**src/rtl/cdgt_pkg.sv**
```systemverilog
// Shared types and constants of the dual gap crank tooth decoder.
`timescale 1ns / 1ps
package cdgt_pkg;

  localparam int unsigned TIME_W = 32;
  localparam int unsigned CNT_W = 6;
  localparam int unsigned REV_W = 16;
  localparam int unsigned CFG_W = 16;
  localparam int unsigned LVL_W = 2;

  localparam int unsigned WRAP_TOOTH_DEF = 36;
  localparam logic [CNT_W-1:0] SINGLE_GAP_TOOTH = 6'd20;
  localparam logic [CNT_W-1:0] FIRST_TOOTH = 6'd1;
  localparam logic [TIME_W-1:0] FILTER_RESET = 32'd208;

  typedef enum logic {
    CFG_INITIAL_FILTER = 1'b0,
    CFG_FILTER_LEVEL   = 1'b1
  } cfg_idx_e;

  typedef enum logic [LVL_W-1:0] {
    FILT_OFF     = 2'd0,
    FILT_QUARTER = 2'd1,
    FILT_HALF    = 2'd2,
    FILT_3QUART  = 2'd3
  } filt_lvl_e;

  typedef struct packed {
    logic              accepted;
    logic [CNT_W-1:0]  tooth_number;
    logic              in_sync;
    logic              angle_regular;
    logic              revolution_phase;
    logic [REV_W-1:0]  revolutions;
    logic [TIME_W-1:0] gap_us;
    logic [TIME_W-1:0] first_tooth_time;
  } result_t;

endpackage

```
**src/rtl/cdgt_core.sv**
```systemverilog
// Tooth decoder state and the combinational update for one tooth edge.
`timescale 1ns / 1ps
module cdgt_core import cdgt_pkg::*; #(
  parameter int unsigned WRAP_TOOTH = WRAP_TOOTH_DEF
) (
  input  logic              clk_i,
  input  logic              rst_ni,
  input  logic              fire_i,
  input  logic [TIME_W-1:0] tooth_time_i,
  input  logic              cfg_we_i,
  input  cfg_idx_e          cfg_index_i,
  input  logic [CFG_W-1:0]  cfg_wdata_i,
  output result_t           result_o
);

  localparam logic [CNT_W-1:0] WrapCnt = CNT_W'(WRAP_TOOTH);

  logic [TIME_W-1:0] last_q, last_d, before_q, before_d;
  logic [TIME_W-1:0] filter_q, filter_d, t1_q, t1_d;
  logic [TIME_W+1:0] thr3_q, thr3_d;
  logic [CNT_W-1:0]  cnt_q, cnt_d;
  logic [REV_W-1:0]  rev_q, rev_d;
  logic              sync_q, sync_d, reg_q, reg_d, phase_q, phase_d;
  filt_lvl_e         lvl_q, lvl_d;

  logic [TIME_W-1:0] raw_gap, gap;
  logic [TIME_W+1:0] gap_w, gap3;
  logic [CNT_W-1:0]  cnt_inc;
  logic              ok, hist_ok, is_gap, is_single, wrap;

  always_comb begin
    raw_gap   = tooth_time_i - last_q;
    ok        = raw_gap >= filter_q;
    hist_ok   = (last_q != '0) && (before_q != '0);
    gap       = hist_ok ? raw_gap : '0;
    gap_w     = {2'b00, gap};
    gap3      = gap_w + {1'b0, gap, 1'b0};
    // Thresholds are three times the previous gap and half of that.
    is_gap    = gap_w > (thr3_q >> 1);
    is_single = gap_w < thr3_q;
    cnt_inc   = cnt_q + FIRST_TOOTH;
    wrap      = (cnt_inc > WrapCnt) || (cnt_inc == FIRST_TOOTH);

    last_d   = last_q;
    before_d = before_q;
    filter_d = filter_q;
    thr3_d   = thr3_q;
    cnt_d    = cnt_q;
    rev_d    = rev_q;
    sync_d   = sync_q;
    reg_d    = reg_q;
    phase_d  = phase_q;
    t1_d     = t1_q;
    lvl_d    = lvl_q;

    if (cfg_we_i) begin
      case (cfg_index_i)
        CFG_INITIAL_FILTER: filter_d = {{(TIME_W-CFG_W){1'b0}}, cfg_wdata_i};
        CFG_FILTER_LEVEL:   lvl_d = filt_lvl_e'(cfg_wdata_i[LVL_W-1:0]);
        default: ;
      endcase
    end else if (fire_i && ok) begin
      last_d   = tooth_time_i;
      before_d = last_q;
      thr3_d   = {2'b00, raw_gap} + {1'b0, raw_gap, 1'b0};
      if (is_gap) begin
        cnt_d    = is_single ? SINGLE_GAP_TOOTH : FIRST_TOOTH;
        sync_d   = 1'b1;
        reg_d    = 1'b0;
        filter_d = '0;
      end else begin
        cnt_d = cnt_inc;
        if (wrap) begin
          cnt_d   = FIRST_TOOTH;
          phase_d = ~phase_q;
          t1_d    = tooth_time_i;
          rev_d   = rev_q + 1'b1;
        end
        reg_d = 1'b1;
        case (lvl_q)
          FILT_QUARTER: filter_d = gap_w[TIME_W+1:2];
          FILT_HALF:    filter_d = gap_w[TIME_W:1];
          FILT_3QUART:  filter_d = gap3[TIME_W+1:2];
          default:      filter_d = '0;
        endcase
      end
    end

    result_o.accepted         = ok;
    result_o.tooth_number     = cnt_d;
    result_o.in_sync          = sync_d;
    result_o.angle_regular    = reg_d;
    result_o.revolution_phase = phase_d;
    result_o.revolutions      = rev_d;
    result_o.gap_us           = ok ? gap : raw_gap;
    result_o.first_tooth_time = t1_d;
  end

  always_ff @(posedge clk_i or negedge rst_ni) begin
    if (!rst_ni) begin
      last_q   <= '0;
      before_q <= '0;
      filter_q <= FILTER_RESET;
      thr3_q   <= '0;
      cnt_q    <= '0;
      rev_q    <= '0;
      sync_q   <= 1'b0;
      reg_q    <= 1'b0;
      phase_q  <= 1'b0;
      t1_q     <= '0;
      lvl_q    <= FILT_OFF;
    end else begin
      last_q   <= last_d;
      before_q <= before_d;
      filter_q <= filter_d;
      thr3_q   <= thr3_d;
      cnt_q    <= cnt_d;
      rev_q    <= rev_d;
      sync_q   <= sync_d;
      reg_q    <= reg_d;
      phase_q  <= phase_d;
      t1_q     <= t1_d;
      lvl_q    <= lvl_d;
    end
  end

endmodule

```
**src/rtl/cdgt_outreg.sv**
```systemverilog
// Result register of the tooth decoder with its downstream handshake.
`timescale 1ns / 1ps
module cdgt_outreg import cdgt_pkg::*; (
  input  logic    clk_i,
  input  logic    rst_ni,
  input  logic    load_i,
  input  result_t result_i,
  output logic    ready_o,
  output logic    valid_o,
  input  logic    take_i,
  output result_t result_o
);

  logic    valid_q, valid_d;
  result_t data_q;

  assign ready_o = !valid_q || take_i;
  assign valid_d = load_i || (valid_q && !take_i);

  always_ff @(posedge clk_i or negedge rst_ni) begin
    if (!rst_ni) begin
      valid_q <= 1'b0;
    end else begin
      valid_q <= valid_d;
    end
  end

  always_ff @(posedge clk_i) begin
    if (load_i) begin
      data_q <= result_i;
    end
  end

  assign valid_o  = valid_q;
  assign result_o = data_q;

endmodule

```
**src/rtl/crank_dual_gap_tooth_decoder.sv**
```systemverilog
// Top level of the crank decoder for a wheel with one single and one double gap.
`timescale 1ns / 1ps
// Decoder for a 36-tooth crank wheel with a single missing tooth and a double
// missing tooth. Each input request carries the microsecond timestamp of one
// tooth edge; each edge yields exactly one result request that reports whether
// the edge passed the noise filter, the tooth number, sync and regular-angle
// flags, the revolution phase and count, the measured gap and the time of the
// latest wrap to tooth one. The block takes one edge per clock cycle while the
// output side is ready; each edge passes the input register and then the
// result register. The decoder state is updated from the input register, so
// consecutive edges need no spacing. The result register frees itself in the
// same cycle in which its request is taken, so the input keeps flowing while
// the output side is ready. The filter threshold starts at 208 us; a write of
// the initial filter register reloads it. The user must write configuration
// only while no edge is in flight; the block itself does not enforce it.
module crank_dual_gap_tooth_decoder import cdgt_pkg::*; #(
  parameter int unsigned WRAP_TOOTH = WRAP_TOOTH_DEF
) (
  input  logic              clk_i,
  input  logic              rst_ni,
  input  logic              s_axis_tvalid,
  output logic              s_axis_tready,
  input  logic [31:0]       s_axis_tdata,   // [31:0] tooth_time
  output logic              m_axis_tvalid,
  input  logic              m_axis_tready,
  // [5:0] tooth_number, [6] in_sync, [7] angle_regular, [8] revolution_phase,
  // [24:9] revolutions, [56:25] gap_us, [88:57] first_tooth_time, rest zero
  output logic [95:0]       m_axis_tdata,
  output logic              m_axis_tuser,   // [0] accepted
  input  logic              cfg_we_i,
  input  logic              cfg_index_i,
  input  logic [CFG_W-1:0]  cfg_wdata_i
);

  // Input register: holds one edge until the result register can take it.
  logic              in_valid_q, in_valid_d;
  logic [TIME_W-1:0] in_time_q;
  logic              out_ready, fire;
  result_t           core_res, out_res;

  assign fire          = in_valid_q && out_ready;
  assign s_axis_tready = !in_valid_q || out_ready;
  assign in_valid_d    = (s_axis_tvalid && s_axis_tready) || (in_valid_q && !out_ready);

  always_ff @(posedge clk_i or negedge rst_ni) begin
    if (!rst_ni) begin
      in_valid_q <= 1'b0;
    end else begin
      in_valid_q <= in_valid_d;
    end
  end

  always_ff @(posedge clk_i) begin
    if (s_axis_tvalid && s_axis_tready) begin
      in_time_q <= s_axis_tdata;
    end
  end

  // Decoder state and update logic; tooth state advances only when the edge moves on.
  cdgt_core #(
    .WRAP_TOOTH(WRAP_TOOTH)
  ) u_core (
    .clk_i       (clk_i),
    .rst_ni      (rst_ni),
    .fire_i      (fire),
    .tooth_time_i(in_time_q),
    .cfg_we_i    (cfg_we_i),
    .cfg_index_i (cfg_idx_e'(cfg_index_i)),
    .cfg_wdata_i (cfg_wdata_i),
    .result_o    (core_res)
  );

  cdgt_outreg u_outreg (
    .clk_i   (clk_i),
    .rst_ni  (rst_ni),
    .load_i  (fire),
    .result_i(core_res),
    .ready_o (out_ready),
    .valid_o (m_axis_tvalid),
    .take_i  (m_axis_tready),
    .result_o(out_res)
  );

  assign m_axis_tuser = out_res.accepted;
  assign m_axis_tdata = {7'd0,
                         out_res.first_tooth_time,
                         out_res.gap_us,
                         out_res.revolutions,
                         out_res.revolution_phase,
                         out_res.angle_regular,
                         out_res.in_sync,
                         out_res.tooth_number};

endmodule

```
**config.mk**
```make
export PLATFORM = sky130hd
export DESIGN_NAME = crank_dual_gap_tooth_decoder
export DESIGN_NICKNAME = d
export VERILOG_FILES = /design/src/rtl/cdgt_pkg.sv /design/src/rtl/cdgt_core.sv /design/src/rtl/cdgt_outreg.sv /design/src/rtl/crank_dual_gap_tooth_decoder.sv
export SDC_FILE = /design/constraint.sdc
export NUM_CORES = 1
export LEC_CHECK = 0
export BUFFER_PORTS_ARGS = -buffer_cell sky130_fd_sc_hd__buf_2
export CORE_MARGIN = 2
export CORE_UTILIZATION = 25
export DETAILED_ROUTE_END_ITERATION = 8
export GPL_ROUTABILITY_DRIVEN = 0
export PLACE_DENSITY = 0.38
export SLEW_MARGIN = 20
export SYNTH_ARGS = -nofsm -noshare
export SYNTH_HDL_FRONTEND = slang
export SYNTH_HIERARCHICAL = 1
export SYNTH_SLANG_ARGS = --single-unit
```
**constraint.sdc**
```tcl
create_clock -name clk_i -period 6.53 [get_ports clk_i]
set_input_delay 0.653 -clock clk_i [delete_from_list [all_inputs] [get_ports clk_i]]
set_output_delay 0.653 -clock clk_i [all_outputs]
set_load 0.02 [all_outputs]
```
==> summary.txt <==
Status
  – Status: finished clean

Worst setup path
  – Critical path fanouts, max: 27
  – CP Capture Type: flop
  – Critical path class: reg2reg
  – Worst r2r src: in_time_q[0]
  – Crit path DAT: 6.45 ns
  – Setup crit end: u_outreg/result_o[2]
  – Startpoint Class: flop
  – Worst r2r dst: u_outreg/result_o[2]
  – Worst Path Required: 6.84 ns
  – CP Launch Point: in_time_q[0]
  – Reg2reg path depth: 25
  – R2R setup slack: 0.39 ns

Detailed routing
  – Routed Antenna Nets: 0
  – First drt pass iteration count: 5
  – # DRC: 0
  – Post-Route WL: 66500 um
  – DR vias/cell: 4.82
  – Via count: 16400
  – Wirelength per Cell: 19.6 um
  – 1st-iter DRT viols: 1087

STA
  – Unrepaired setup endpoints after global routing: false
  – Fin crit period: 6.14 ns
  – Worst Tran Pin Value: 0.942 ns
  – Setup TNS: 0 ns
  – Clk_skew: 0.0182 ns
  – Final setup vio count: 0
  – Slew margin rel.: 35.6%
  – Final Hold Viols: 0
  – Crit share post-route: 94.0%
  – Max Slew Vio Count: 0
  – Top achievable clock speed: 163 MHz

Floorplan
  – Initial Util: 25.3%
  – Io pins: 153
  – Die H: 287 um
  – Row count: 103
  – Die area: 82500 um^2
  – Chip width: 287 um
  – Core ar.: 79100 um^2

Synth
  – Mux cell area share after synthesis: 4.94%
  – Mapped Avg Cell Area: 9.64 um^2
  – Synth Area in Adders: 11.1%
  – Area contributors post-synth: dfrtp_1 (23%), edfxtp_1 (18%), ha_1 (11%), a21oi_1 (3.7%), o21ai_0 (3.7%)
  – Unique masters post-synth: 88
  – Ys flop type: dfrtp_1
  – Syn Inst Count: 2079
  – Synth top area share: 23.5%
  – Largest family of logic cells by synthesized area: compound AO/OA/AOI/OAI gates
  – Synth Area in XOR/XNOR: 4.23%
  – Number of synthesized flops with an enable pin: 122
  – Leading area contributor after synthesis: dfrtp_1
  – Synth Area in Simple Gates: 13.2%
  – Seq cells post-synth: 313
  – Seq/Total Area, Yosys: 42.1%
  – Yosys warning count: 6
  – Synthesized area: 20000 um^2
  – Fraction of registers with async set/reset: 61.0%
  – Synth Area in Compound Gates: 19.1%

Min path
  – HP Class: in2async

Clock tree
  – Clk_lat worst skew: 0.58 ns
  – CTS buffer count: 41
  – H-tree Lvls: 2
  – Clk slew on worst S/H paths: 0.06 ns
  – CTS Sinks: 313
  – Max clock buf depth: 3
  – Cts hold-fix bufs: 0
  – Root buffer selected by CTS: clkbuf_16
  – TritonCTS clock tree: built

Final layout
  – Most frequent cells in the layout: dfrtp_1 (188), ha_1 (170), inv_1 (162)
  – Commonest non-fill, non-tap cell in the layout: dfrtp_1
  – Sequential cell area: 8450 um^2
  – Final nets: 2535
  – Share of post-route cells with drive strength above 1: 19.9%
  – Area growth syn-to-layout: 20.5%
  – FILL cells: 8348
  – N_diodes: 0
  – Multi-input logic area: 10600 um^2

Run
  – Max-cap violations: 0

Global route
  – Global route overflow: 0
  – First-pass GRT wire length: 102000 um
  – Tot GR Track Use: 16.1%
  – Initial antenna violation count: 0
  – Largest net degree at the start of global routing: 88
  – Number of global-route vias before repair: 16600

Place
  – Port Buffer Count: 145
  – HPWL Detailed: 50800 um
[cells by family (layout without fill, tap and decap cells)]
group | count (synthesis) | after routing
AO/OA/AOI/OAI | 604 | 604
XOR/XNOR | 96 | 96
adder cells (fa/ha/maj) | 176 | 176
buffers and inverters | 261 | 517
flip-flops | 313 | 313
multiplexers | 79 | 79
other | 1 | 7
AND/OR/NAND/NOR | 549 | 549
[timing repair]
item / in CTS / in global routing
hold endpoints to repair: 0 / 0
buffers inserted: 0 / 1
endpoints found under the setup margin: 1 / 126
pin swaps: 0 / 1
gates resized for setup: 1 / 10
[through the flow]
stage | cell area, um^2 | worst slack (ns) | utilization (%) | hold slack [ns] | std cells
after floorplan | 20100 | 0.904 | - | 0.357 | 2085
after global placement | 22700 | 0.169 | 28.7 | 0.443 | 3314
after detailed placement | 22700 | 0.0729 | 28.7 | 0.443 | 3314
after CTS | 24100 | 0.168 | 30.5 | 0.116 | 3390
after global routing | 24200 | 0.00953 | 30.5 | 0.128 | 3391
final | 24200 | 0.390 | 30.5 | 0.0914 | 3391
[layer usage]
metal	GRT usage [%]	vias up	wire length, um
met5	0	-	0
met4	3.33	0	1160
met3	1.98	62	2840
met2	25.4	364	29700
met1	23.4	7934	32700
li1	-	8001	-
[sequential cells by signal, indices dropped and copies added, names as in the netlist]
| name | count |
|---|---|
| u_core/before_q | 32 |
| u_core/t1_q | 32 |
| u_core/sync_q | 1 |
| u_core/last_q | 32 |
| u_outreg/valid_o | 1 |
| u_core/thr3_q | 34 |
| u_core/lvl_q | 2 |
| u_outreg/result_o | 90 |
| u_core/cnt_q | 6 |
| in_valid_q | 1 |
| in_time_q | 32 |
| u_core/phase_q | 1 |
| u_core/rev_q | 16 |
| u_core/filter_q | 32 |
| u_core/reg_q | 1 |
[cells in the mapped netlist (6+ instances only)]
cell type / number
dfrtp_1: 188
ha_1: 170
inv_1: 162
nand2_1: 154
a21oi_1: 149
o21ai_0: 149
nor2_1: 148
edfxtp_1: 122
clkbuf_1: 61
xnor2_1: 60
nand3_1: 57
a21o_1: 53
mux2_2: 41
nor3_1: 37
xor2_1: 35
o22ai_1: 32
nand4_1: 31
o21a_1: 30
mux2_4: 29
nor4_1: 23
a211oi_1: 20
nor2b_1: 20
a22oi_1: 19
a31oi_1: 17
nand2b_1: 16
o21bai_1: 15
o31ai_1: 15
o21ai_1: 14
buf_1: 13
a211o_1: 12
and2_1: 12
o211ai_1: 12
and3_1: 11
buf_4: 11
a32oi_1: 7
or2_2: 7
a22o_1: 6
mux2i_1: 6
[cell type report]
type                       instances  share of cell area [%]
multi-input combinational       1511                    43.9
sequential                       313                    35.0
timing repair buffer             275                    7.45
tap                             1050                    5.44
clock buffer                      52                    4.59
inverter                         166                    2.58
clock inverter                    24                    1.03
[how the worst min path moves through the flow]
stage               cells after the start  slack (ns)           from       endpoint
finish                                  1        0.09         rst_ni  u_core/sync_q
global route                            1        0.13         rst_ni  u_core/sync_q
CTS                                     1        0.12         rst_ni  u_core/sync_q
detailed placement                      1        0.44  u_core/sync_q  u_core/sync_q
global placement                        1        0.44  u_core/sync_q  u_core/sync_q
floorplan                               0        0.36         rst_ni     in_valid_q
[worst max-delay path, cell delays in order (launching register included)]
cell and delay (ns):
edfxtp_1 0.36, inv_1 0.09, ha_1 0.18, inv_1 0.06
fa_1 0.43, a211oi_2 0.23, o21ai_2 0.11, buf_4 0.15
o21a_1 0.26, a221oi_4 0.40, xor2_2 0.27, nor2_1 0.15
ha_1 0.32, nand3_1 0.07, nor2_1 0.20, nand2_1 0.17
a221o_1 0.34, nand3_1 0.13, o21ai_0 0.08, o21a_1 0.19
maj3_1 0.39, o211ai_1 0.20, nand3_2 0.11, or3b_4 0.32
buf_12 0.23, mux2_1 0.37
Power is left out: the tool's default activity adds up to more than one toggle a clock period on the data nets, which glitch-free logic cannot reach.
